$ cat config.mk
export PLATFORM = sky130hd
export DESIGN_NAME = ascii_settable_wall_clock
export DESIGN_NICKNAME = d
export VERILOG_FILES = /design/src/rtl/awc_pkg.sv /design/src/rtl/awc_front.sv /design/src/rtl/awc_queue.sv /design/src/rtl/awc_back.sv /design/src/rtl/ascii_settable_wall_clock.sv
export SDC_FILE = /design/constraint.sdc
export NUM_CORES = 2
export LEC_CHECK = 0
export BUFFER_PORTS_ARGS = -buffer_cell sky130_fd_sc_hd__buf_4
export CAP_MARGIN = 15
export CELL_PAD_IN_SITES_DETAIL_PLACEMENT = 2
export CELL_PAD_IN_SITES_GLOBAL_PLACEMENT = 2
export CORE_MARGIN = 2
export CORE_UTILIZATION = 39
export CTS_BUF_LIST = sky130_fd_sc_hd__clkbuf_8
export DETAILED_ROUTE_END_ITERATION = 16
export GPL_ROUTABILITY_DRIVEN = 0
export PLACE_DENSITY_LB_ADDON = 0.1
export SLEW_MARGIN = 5
export SYNTH_ARGS = -nofsm -noshare
export SYNTH_HDL_FRONTEND = slang
export SYNTH_SLANG_ARGS = --single-unit
export TNS_END_PERCENT = 50
$ cat constraint.sdc
create_clock -name clock -period 7.2 [get_ports clock]
set_input_delay 0.36 -clock clock [delete_from_list [all_inputs] [get_ports clock]]
set_output_delay 0.36 -clock clock [all_outputs]
set_load 0.01 [all_outputs]
$ cat src/rtl/awc_pkg.sv
package awc_pkg;

   // timing base
   localparam int unsigned TICKS_PER_SECOND = 1000;

   // time of day arithmetic
   localparam int unsigned SEC_W = 17;
   localparam int unsigned DAY_SECS = 86400;
   localparam int unsigned HOUR_SECS = 3600;
   localparam int unsigned MIN_SECS = 60;

   // back datapath: working value holds up to a full 32-bit count plus a day
   localparam int unsigned VAL_W = 33;
   localparam int unsigned QUOT_W = 17;

   // elapsed seconds: (diff * SEC_RECIP) >> SEC_SHIFT, exact for any 32-bit diff
   localparam int unsigned SEC_SHIFT = 32 + $clog2(TICKS_PER_SECOND);
   localparam longint unsigned SEC_RECIP =
      ((64'd1 << SEC_SHIFT) + 64'(TICKS_PER_SECOND) - 64'd1) / 64'(TICKS_PER_SECOND);

   // days: drop 7 low bits (86400 = 675 << 7), then multiply by 1/675
   localparam int unsigned DAY_PRE = 7;
   localparam int unsigned DAY_DIV = DAY_SECS >> DAY_PRE;
   localparam int unsigned DAY_SHIFT = (VAL_W - DAY_PRE) + $clog2(DAY_DIV);
   localparam longint unsigned DAY_RECIP =
      ((64'd1 << DAY_SHIFT) + 64'(DAY_DIV) - 64'd1) / 64'(DAY_DIV);

   // hours: drop 4 low bits (3600 = 225 << 4), operand below 2^13
   localparam int unsigned HOUR_PRE = 4;
   localparam int unsigned HOUR_DIV = HOUR_SECS >> HOUR_PRE;
   localparam int unsigned HOUR_SHIFT = 13 + $clog2(HOUR_DIV);
   localparam int unsigned HOUR_RECIP =
      ((32'd1 << HOUR_SHIFT) + HOUR_DIV - 32'd1) / HOUR_DIV;

   // minutes: drop 2 low bits (60 = 15 << 2), operand below 2^10
   localparam int unsigned MIN_PRE = 2;
   localparam int unsigned MIN_DIV = MIN_SECS >> MIN_PRE;
   localparam int unsigned MIN_SHIFT = 10 + $clog2(MIN_DIV);
   localparam int unsigned MIN_RECIP =
      ((32'd1 << MIN_SHIFT) + MIN_DIV - 32'd1) / MIN_DIV;

   // function codes of the request
   localparam logic [1:0] FN_SET = 2'd0;
   localparam logic [1:0] FN_STOP = 2'd1;
   localparam logic [1:0] FN_TICK = 2'd2;

   // ASCII codes
   localparam logic [7:0] ASCII_SPACE = 8'h20;
   localparam logic [7:0] ASCII_COLON = 8'h3A;
   localparam logic [7:0] ASCII_ZERO = 8'h30;
   localparam logic [7:0] ASCII_NINE = 8'h39;
   localparam logic [7:0] ASCII_NUL = 8'h00;

   typedef struct packed {
      logic [1:0]  func;
      logic [7:0]  space_char;
      logic [7:0]  hour_tens_char;
      logic [7:0]  hour_ones_char;
      logic [7:0]  first_colon_char;
      logic [7:0]  minute_tens_char;
      logic [7:0]  minute_ones_char;
      logic [7:0]  second_colon_char;
      logic [7:0]  second_tens_char;
      logic [7:0]  second_ones_char;
      logic [7:0]  terminator_char;
      logic [31:0] now_ms;
   } req_type;

   typedef struct packed {
      logic [5:0] out_hour_tens;
      logic [5:0] out_hour_ones;
      logic [5:0] out_minute_tens;
      logic [5:0] out_minute_ones;
      logic [5:0] out_second_tens;
      logic [5:0] out_second_ones;
   } rsp_type;

   typedef enum logic [1:0] {
      CMD_SET,
      CMD_STOP,
      CMD_TICK
   } cmd_kind_type;

   // classified command passed from front to back
   typedef struct packed {
      cmd_kind_type kind;
      logic [4:0]   hour;
      logic [5:0]   minute;
      logic [5:0]   second;
      logic [31:0]  now_ms;
   } cmd_type;

   typedef enum logic [3:0] {
      BK_IDLE,
      BK_SEC,
      BK_SUM,
      BK_DAY_Q,
      BK_DAY_R,
      BK_HOUR_Q,
      BK_HOUR_R,
      BK_MIN_Q,
      BK_MIN_R,
      BK_OUT
   } back_state_type;

endpackage

$ cat src/rtl/awc_front.sv
module awc_front (
   input  logic             req_valid,
   output logic             req_ready,
   input  awc_pkg::req_type req_data,
   input  logic             queue_full,
   output logic             push,
   output awc_pkg::cmd_type cmd
);
   import awc_pkg::*;

   function automatic logic is_digit(input logic [7:0] c);
      is_digit = (c >= ASCII_ZERO) && (c <= ASCII_NINE);
   endfunction

   // binary value of two ASCII digits, valid only when both are digits
   function automatic logic [6:0] two_digits(input logic [7:0] t, input logic [7:0] o);
      two_digits = 7'(t[3:0]) * 7'd10 + 7'(o[3:0]);
   endfunction

   logic [6:0] hour_val;
   logic [6:0] minute_val;
   logic [6:0] second_val;
   logic       format_ok;
   logic       digits_ok;
   logic       range_ok;
   logic       set_ok;
   logic       keep;

   // field checks of a set command
   always_comb begin
      hour_val = two_digits(req_data.hour_tens_char, req_data.hour_ones_char);
      minute_val = two_digits(req_data.minute_tens_char, req_data.minute_ones_char);
      second_val = two_digits(req_data.second_tens_char, req_data.second_ones_char);
      format_ok = (req_data.space_char == ASCII_SPACE) &&
                  (req_data.first_colon_char == ASCII_COLON) &&
                  (req_data.second_colon_char == ASCII_COLON) &&
                  (req_data.terminator_char == ASCII_NUL);
      digits_ok = is_digit(req_data.hour_tens_char) && is_digit(req_data.hour_ones_char) &&
                  is_digit(req_data.minute_tens_char) &&
                  is_digit(req_data.minute_ones_char) &&
                  is_digit(req_data.second_tens_char) &&
                  is_digit(req_data.second_ones_char);
      range_ok = (hour_val <= 7'd23) && (minute_val <= 7'd59) && (second_val <= 7'd59);
      set_ok = format_ok && digits_ok && range_ok;
   end

   // classify; bad sets and unused codes are dropped here
   always_comb begin
      cmd.hour = hour_val[4:0];
      cmd.minute = minute_val[5:0];
      cmd.second = second_val[5:0];
      cmd.now_ms = req_data.now_ms;
      cmd.kind = CMD_TICK;
      keep = 1'b0;
      case (req_data.func)
         FN_SET: begin
            cmd.kind = CMD_SET;
            keep = set_ok;
         end
         FN_STOP: begin
            cmd.kind = CMD_STOP;
            keep = 1'b1;
         end
         FN_TICK: begin
            cmd.kind = CMD_TICK;
            keep = 1'b1;
         end
         default: begin
            keep = 1'b0;
         end
      endcase
   end

   assign req_ready = !queue_full;
   assign push = req_valid && req_ready && keep;

endmodule

$ cat src/rtl/awc_queue.sv
module awc_queue (
   input  logic             clock,
   input  logic             reset,
   input  logic             push,
   input  awc_pkg::cmd_type push_data,
   output logic             full,
   input  logic             pop,
   output logic             pop_valid,
   output awc_pkg::cmd_type pop_data
);
   import awc_pkg::*;

   cmd_type    entry_ff [2];
   logic       wr_ptr_ff;
   logic       wr_ptr_in;
   logic       rd_ptr_ff;
   logic       rd_ptr_in;
   logic [1:0] count_ff;
   logic [1:0] count_in;
   logic       do_push;
   logic       do_pop;

   assign full = (count_ff == 2'd2);
   assign pop_valid = (count_ff != 2'd0);
   assign pop_data = entry_ff[rd_ptr_ff];
   assign do_push = push && !full;
   assign do_pop = pop && pop_valid;

   // pointer and fill bookkeeping
   always_comb begin
      wr_ptr_in = do_push ? !wr_ptr_ff : wr_ptr_ff;
      rd_ptr_in = do_pop ? !rd_ptr_ff : rd_ptr_ff;
      count_in = count_ff;
      if (do_push && !do_pop) begin
         count_in = count_ff + 2'd1;
      end else if (!do_push && do_pop) begin
         count_in = count_ff - 2'd1;
      end
   end

   always_ff @(posedge clock) begin
      if (reset) begin
         wr_ptr_ff <= 1'b0;
         rd_ptr_ff <= 1'b0;
         count_ff <= 2'd0;
      end else begin
         wr_ptr_ff <= wr_ptr_in;
         rd_ptr_ff <= rd_ptr_in;
         count_ff <= count_in;
      end
   end

   // storage
   always_ff @(posedge clock) begin
      if (do_push) begin
         entry_ff[wr_ptr_ff] <= push_data;
      end
   end

endmodule

$ cat src/rtl/awc_back.sv
module awc_back (
   input  logic             clock,
   input  logic             reset,
   input  logic             cmd_valid,
   input  awc_pkg::cmd_type cmd,
   output logic             cmd_pop,
   output logic             rsp_valid,
   input  logic             rsp_ready,
   output awc_pkg::rsp_type rsp_data
);
   import awc_pkg::*;

   // tens digit of a value below 64: (v * 13) >> 7
   function automatic logic [3:0] tens_of(input logic [5:0] v);
      logic [10:0] p;
      p = 11'(v) * 11'd13;
      tens_of = p[10:7];
   endfunction

   function automatic logic [3:0] ones_of(input logic [5:0] v);
      logic [6:0] t;
      t = 7'(tens_of(v)) * 7'd10;
      ones_of = 4'(7'(v) - t);
   endfunction

   function automatic logic [5:0] ascii_of(input logic [3:0] d);
      ascii_of = ASCII_ZERO[5:0] + 6'(d);
   endfunction

   back_state_type    state_ff;
   back_state_type    state_in;
   logic              running_ff;
   logic              running_in;
   logic [SEC_W-1:0]  set_secs_ff;
   logic [SEC_W-1:0]  set_secs_in;
   logic [31:0]       base_ms_ff;
   logic [31:0]       base_ms_in;
   logic [VAL_W-1:0]  val_ff;
   logic [VAL_W-1:0]  val_in;
   logic [QUOT_W-1:0] quot_ff;
   logic [QUOT_W-1:0] quot_in;
   logic [4:0]        hour_ff;
   logic [4:0]        hour_in;
   logic [5:0]        min_ff;
   logic [5:0]        min_in;
   rsp_type           rsp_ff;
   rsp_type           rsp_in;
   logic              rsp_valid_ff;
   logic              rsp_valid_in;

   logic [64:0]       sec_prod;
   logic [52:0]       day_prod;
   logic [26:0]       hour_prod;
   logic [20:0]       min_prod;
   logic              out_free;
   logic              tick_go;

   // reciprocal multipliers, one used per step
   always_comb begin
      sec_prod = 65'(val_ff[31:0]) * 65'(SEC_RECIP);
      day_prod = 53'(val_ff[VAL_W-1:DAY_PRE]) * 53'(DAY_RECIP);
      hour_prod = 27'(val_ff[16:HOUR_PRE]) * 27'(HOUR_RECIP);
      min_prod = 21'(val_ff[11:MIN_PRE]) * 21'(MIN_RECIP);
      out_free = !rsp_valid_ff || rsp_ready;
      tick_go = cmd_valid && (cmd.kind == CMD_TICK) && running_ff;
   end

   // next state
   always_comb begin
      state_in = state_ff;
      case (state_ff)
         BK_IDLE: begin
            if (tick_go) begin
               state_in = BK_SEC;
            end
         end
         BK_SEC: begin
            state_in = BK_SUM;
         end
         BK_SUM: begin
            state_in = BK_DAY_Q;
         end
         BK_DAY_Q: begin
            state_in = BK_DAY_R;
         end
         BK_DAY_R: begin
            state_in = BK_HOUR_Q;
         end
         BK_HOUR_Q: begin
            state_in = BK_HOUR_R;
         end
         BK_HOUR_R: begin
            state_in = BK_MIN_Q;
         end
         BK_MIN_Q: begin
            state_in = BK_MIN_R;
         end
         BK_MIN_R: begin
            state_in = BK_OUT;
         end
         BK_OUT: begin
            if (out_free) begin
               state_in = BK_IDLE;
            end
         end
         default: begin
            state_in = BK_IDLE;
         end
      endcase
   end

   // datapath and outputs
   always_comb begin
      cmd_pop = 1'b0;
      running_in = running_ff;
      set_secs_in = set_secs_ff;
      base_ms_in = base_ms_ff;
      val_in = val_ff;
      quot_in = quot_ff;
      hour_in = hour_ff;
      min_in = min_ff;
      rsp_in = rsp_ff;
      rsp_valid_in = rsp_valid_ff && !rsp_ready;
      case (state_ff)
         BK_IDLE: begin
            cmd_pop = cmd_valid;
            if (cmd_valid) begin
               case (cmd.kind)
                  CMD_SET: begin
                     set_secs_in = SEC_W'(cmd.hour) * SEC_W'(HOUR_SECS) +
                                   SEC_W'(cmd.minute) * SEC_W'(MIN_SECS) +
                                   SEC_W'(cmd.second);
                     base_ms_in = cmd.now_ms;
                     running_in = 1'b1;
                  end
                  CMD_STOP: begin
                     running_in = 1'b0;
                  end
                  default: begin
                     val_in = VAL_W'(cmd.now_ms - base_ms_ff);
                  end
               endcase
            end
         end
         BK_SEC: begin
            // whole seconds elapsed
            val_in = VAL_W'(32'(sec_prod >> SEC_SHIFT));
         end
         BK_SUM: begin
            val_in = val_ff + VAL_W'(set_secs_ff);
         end
         BK_DAY_Q: begin
            quot_in = QUOT_W'(day_prod >> DAY_SHIFT);
         end
         BK_DAY_R: begin
            // time of day in seconds
            val_in = val_ff - VAL_W'(quot_ff) * VAL_W'(DAY_SECS);
         end
         BK_HOUR_Q: begin
            hour_in = 5'(hour_prod >> HOUR_SHIFT);
         end
         BK_HOUR_R: begin
            val_in = val_ff - VAL_W'(hour_ff) * VAL_W'(HOUR_SECS);
         end
         BK_MIN_Q: begin
            min_in = 6'(min_prod >> MIN_SHIFT);
         end
         BK_MIN_R: begin
            // seconds left over
            val_in = val_ff - VAL_W'(min_ff) * VAL_W'(MIN_SECS);
         end
         BK_OUT: begin
            if (out_free) begin
               rsp_valid_in = 1'b1;
               rsp_in.out_hour_tens = ascii_of(tens_of(6'(hour_ff)));
               rsp_in.out_hour_ones = ascii_of(ones_of(6'(hour_ff)));
               rsp_in.out_minute_tens = ascii_of(tens_of(min_ff));
               rsp_in.out_minute_ones = ascii_of(ones_of(min_ff));
               rsp_in.out_second_tens = ascii_of(tens_of(val_ff[5:0]));
               rsp_in.out_second_ones = ascii_of(ones_of(val_ff[5:0]));
            end
         end
         default: begin
            cmd_pop = 1'b0;
         end
      endcase
   end

   always_ff @(posedge clock) begin
      if (reset) begin
         state_ff <= BK_IDLE;
         running_ff <= 1'b0;
         set_secs_ff <= '0;
         base_ms_ff <= '0;
         rsp_valid_ff <= 1'b0;
      end else begin
         state_ff <= state_in;
         running_ff <= running_in;
         set_secs_ff <= set_secs_in;
         base_ms_ff <= base_ms_in;
         rsp_valid_ff <= rsp_valid_in;
      end
   end

   always_ff @(posedge clock) begin
      val_ff <= val_in;
      quot_ff <= quot_in;
      hour_ff <= hour_in;
      min_ff <= min_in;
      rsp_ff <= rsp_in;
   end

   assign rsp_valid = rsp_valid_ff;
   assign rsp_data = rsp_ff;

endmodule

$ cat src/rtl/ascii_settable_wall_clock.sv
// Wall clock set by an ASCII "HH:MM:SS" command. The front checks each
// request as it arrives (one transaction per cycle while the two-entry
// command queue has room); malformed or out-of-range set commands and
// unused function codes are dropped there. The back executes set and stop
// commands in its idle state. A tick while running passes through these
// steps in the back: dequeue and form the elapsed tick count, turn it into
// whole seconds by reciprocal multiplication, add the set time, a quotient
// step and then a remainder step each for the day wrap, the hour split and
// the minute split, and load the result register, which waits there
// while the receiver stalls. Ticks while stopped, set and stop commands
// produce no response transaction.
module ascii_settable_wall_clock (
   input  logic             clock,
   input  logic             reset,
   input  logic             req_valid,
   output logic             req_ready,
   input  awc_pkg::req_type req_data,
   output logic             rsp_valid,
   input  logic             rsp_ready,
   output awc_pkg::rsp_type rsp_data
);
   import awc_pkg::*;

   cmd_type push_cmd;
   cmd_type pop_cmd;
   logic    push;
   logic    queue_full;
   logic    pop;
   logic    pop_valid;

   awc_front u_front (
      .req_valid  (req_valid),
      .req_ready  (req_ready),
      .req_data   (req_data),
      .queue_full (queue_full),
      .push       (push),
      .cmd        (push_cmd)
   );

   awc_queue u_queue (
      .clock     (clock),
      .reset     (reset),
      .push      (push),
      .push_data (push_cmd),
      .full      (queue_full),
      .pop       (pop),
      .pop_valid (pop_valid),
      .pop_data  (pop_cmd)
   );

   awc_back u_back (
      .clock     (clock),
      .reset     (reset),
      .cmd_valid (pop_valid),
      .cmd       (pop_cmd),
      .cmd_pop   (pop),
      .rsp_valid (rsp_valid),
      .rsp_ready (rsp_ready),
      .rsp_data  (rsp_data)
   );

endmodule

==> flow_metrics.tcl <==
set metrics [dict create \
    run_status "finished with violations" \
    failed_checks "setup timing" \
    dp_cells 6939 \
    drc 0 \
    cap_violations 0 \
    cts_buffer_depth 3 \
    core_area_um2 122000 \
    grt.busiest_layer "met2" \
    multiInputGateArea_um2 38200 \
    grtUsageTotal_pct 32.9 \
    synth.avg_cell_area_um2 9.85 \
    rsz0062_at_grt "yes" \
    synth_seq_cells 243 \
    via_per_inst 5.61 \
    fin_util_pct 47.3 \
    clk_pin_slew_ns 0.08 \
    hp-class "input port to flip-flop" \
    numCtsBuffers 51 \
    netlist_instances 4854 \
    critPathRequiredTime_ns 7.75 \
    crit_fanout 5 \
    antenna_found_initial 21 \
    seq_area_um2 6700 \
    design_area_um2 57600 \
    die_height_um 354 \
    tightest_slew_ns 1.31 \
    ant_nets 0 \
    relSlewSlack_pct 12.9 \
    start_kind "flip-flop" \
    skew_ns 0.0972 \
    place_area_um2 53600 \
    setup_viol 21 \
    yosysUniqueCellTypes 84 \
    synth.largest_area_cell "ha_1" \
    fp.dieW_um 354 \
    fill_cells 12844 \
    min_period_over_period_pct 104 \
    grt_overflow_total 0 \
    min_period_ns 7.51 \
    seq_area_frac_synth_pct 14.0 \
    use_met2_pct 55.5 \
    yosys_warnings 0 \
    drt-pass1-iter-count 7 \
    grt_start_max_net_pins 61 \
    grt_pass1_wl_um 305000 \
    vias 40181 \
    first_iter_violations 2416 \
    num_io_pins 156 \
    endpoint_kind "flip-flop" \
    cts-root-buf "clkbuf_8" \
    cp_top_family "adder cells" \
    final.setup.worst_slack_ns -0.314 \
    hold_viol 0 \
    stdcell_count 7164 \
    worstSkewPairLatency_ns 0.79 \
    critPathMaxStageDelay_ns 0.56 \
    critPathKind "flip-flop to flip-flop" \
    port_buffers 139 \
    ys_top_cells_by_area "ha_1, fa_1, edfxtp_1" \
    crit_buf_inv 10 \
    fmax_mhz 133 \
    cts_sinks 243 \
    syn_to_final_growth_pct 20.6 \
    synth_area_um2 47800 \
    grt_pass1_vias 45564 \
    grt_use_met3_pct 6.03 \
    critPathSlowestCell "fa_1" \
    slew_viol_final 0 \
    globalRouteMet1Util_pct 40.4 \
    drive_gt1_share_pct 18.4 \
    crit_top_cell "fa_1" \
    tns_ns -3.24 \
    synth_edf_count 183 \
    cts_tree "built" \
    fin_nets 7279 \
    wire_per_inst_um 29.5 \
    dieArea_um2 125000 \
    htreeDepth 2 \
    yosysTopAreaCellShare_pct 28.3 \
    dp_hpwl_um 165000 \
    arrival_ns 8.07 \
    start_util_pct 39.3 \
    synthArstFlopShare_pct 0 \
    synth_ff_type "edfxtp_1" \
    rows 128 \
    routed_wl_um 211000 \
]
## through the flow
stage | hold WS (ns) | worst slack, ns
after floorplan | 0.436 | -0.0357
after global placement | 0.442 | -0.960
after detailed placement | 0.449 | -0.921
after CTS | 0.00240 | -0.0660
after global routing | 0.0696 | -0.482
final | 0.0765 | -0.314
## cells in the mapped netlist, types with 33 or more instances
cell and instances:
inv_1 1087, edfxtp_1 183, o21bai_1 36, clkbuf_1 54
ha_1 1080, xor2_1 76, a21o_1 117, nand4_1 39
nor3_1 41, fa_1 594, mux2_2 42, a211oi_1 33
o21a_1 33, xnor2_1 159, dfxtp_1 60, nand2_1 226
nor2_1 132, nand3_1 55, o21ai_0 116, a21oi_1 253
## cell type report
cell class | instances | share of cell area, %
clock buffer | 58 | 1.39
tap | 1625 | 3.53
timing repair buffer | 650 | 9.26
sequential | 243 | 11.6
clock inverter | 37 | 0.699
inverter | 1087 | 7.09
multi-input combinational | 3454 | 66.4
antenna | 10 | 0.0434
## per-layer routing
layer / up-vias / part of all wire, %
li1: 17481 / -
met1: 20559 / 39
met2: 1483 / 47
met3: 634 / 7.2
met4: 24 / 6.1
met5: - / 0.076
## cells by family (layout without fill, tap and decap cells)
family / count (synthesis) / after routing / share of synthesized area, %
XOR/XNOR: 235 / 235 / 4.31
flip-flops: 243 / 243 / 14.0
AND/OR/NAND/NOR: 662 / 662 / 6.72
AO/OA/AOI/OAI: 801 / 801 / 11.0
other: 2 / 26 / 0.0157
adder cells (fa/ha/maj): 1677 / 1677 / 53.2
multiplexers: 63 / 63 / 1.43
buffers and inverters: 1171 / 1832 / 9.32
## final timing paths
kind	cells past startpoint	startpoint	end	slack (ns)
setup / recovery	28	u_back.val_ff[10]	u_back.val_ff[18]	-0.31
hold / removal	2	req_data[66]	u_queue.entry_ff[1][40]	0.08
setup reg to reg	28	u_back.val_ff[10]	u_back.val_ff[18]	-0.31
hold reg to reg	2	u_back.base_ms_ff[3]	u_back.base_ms_ff[3]	0.45
## cells in the final DEF, fill, tap and decap left out, types with 46 or more instances in the layout
cell              n
inv_1          1049
ha_1            985
fa_1            553
buf_4           548
a21oi_1         240
nand2_1         226
edfxtp_1        183
xnor2_1         155
nor2_1          126
a21o_1          117
o21ai_0          99
ha_4             73
xor2_1           72
dfxtp_1          59
clkbuf_8         58
nand3_1          50
inv_2            49
dlygate4sd3_1    46
## flip-flops by register name, summed over array words and instances, names as in the netlist, 2 cells and up, named ones only
register,flops
u_back.val_ff,33
u_back.hour_ff,5
u_back.set_secs_ff,17
u_back.rsp_data,20
u_queue.count_ff,2
u_back.quot_ff,17
u_back.state_ff,4
u_queue.entry_ff,102
u_back.base_ms_ff,32
u_back.min_ff,6
## what timing repair did
action                     CTS  global route
buffers inserted            53            26
pin swaps                   82           113
hold endpoints to repair    84             0
hold buffers                46             0
resized for setup          191           155
setup endpoints to repair   32            39
Power is left out: the tool's default activity adds up to more than one toggle a clock period on the data nets, which glitch-free logic cannot reach.
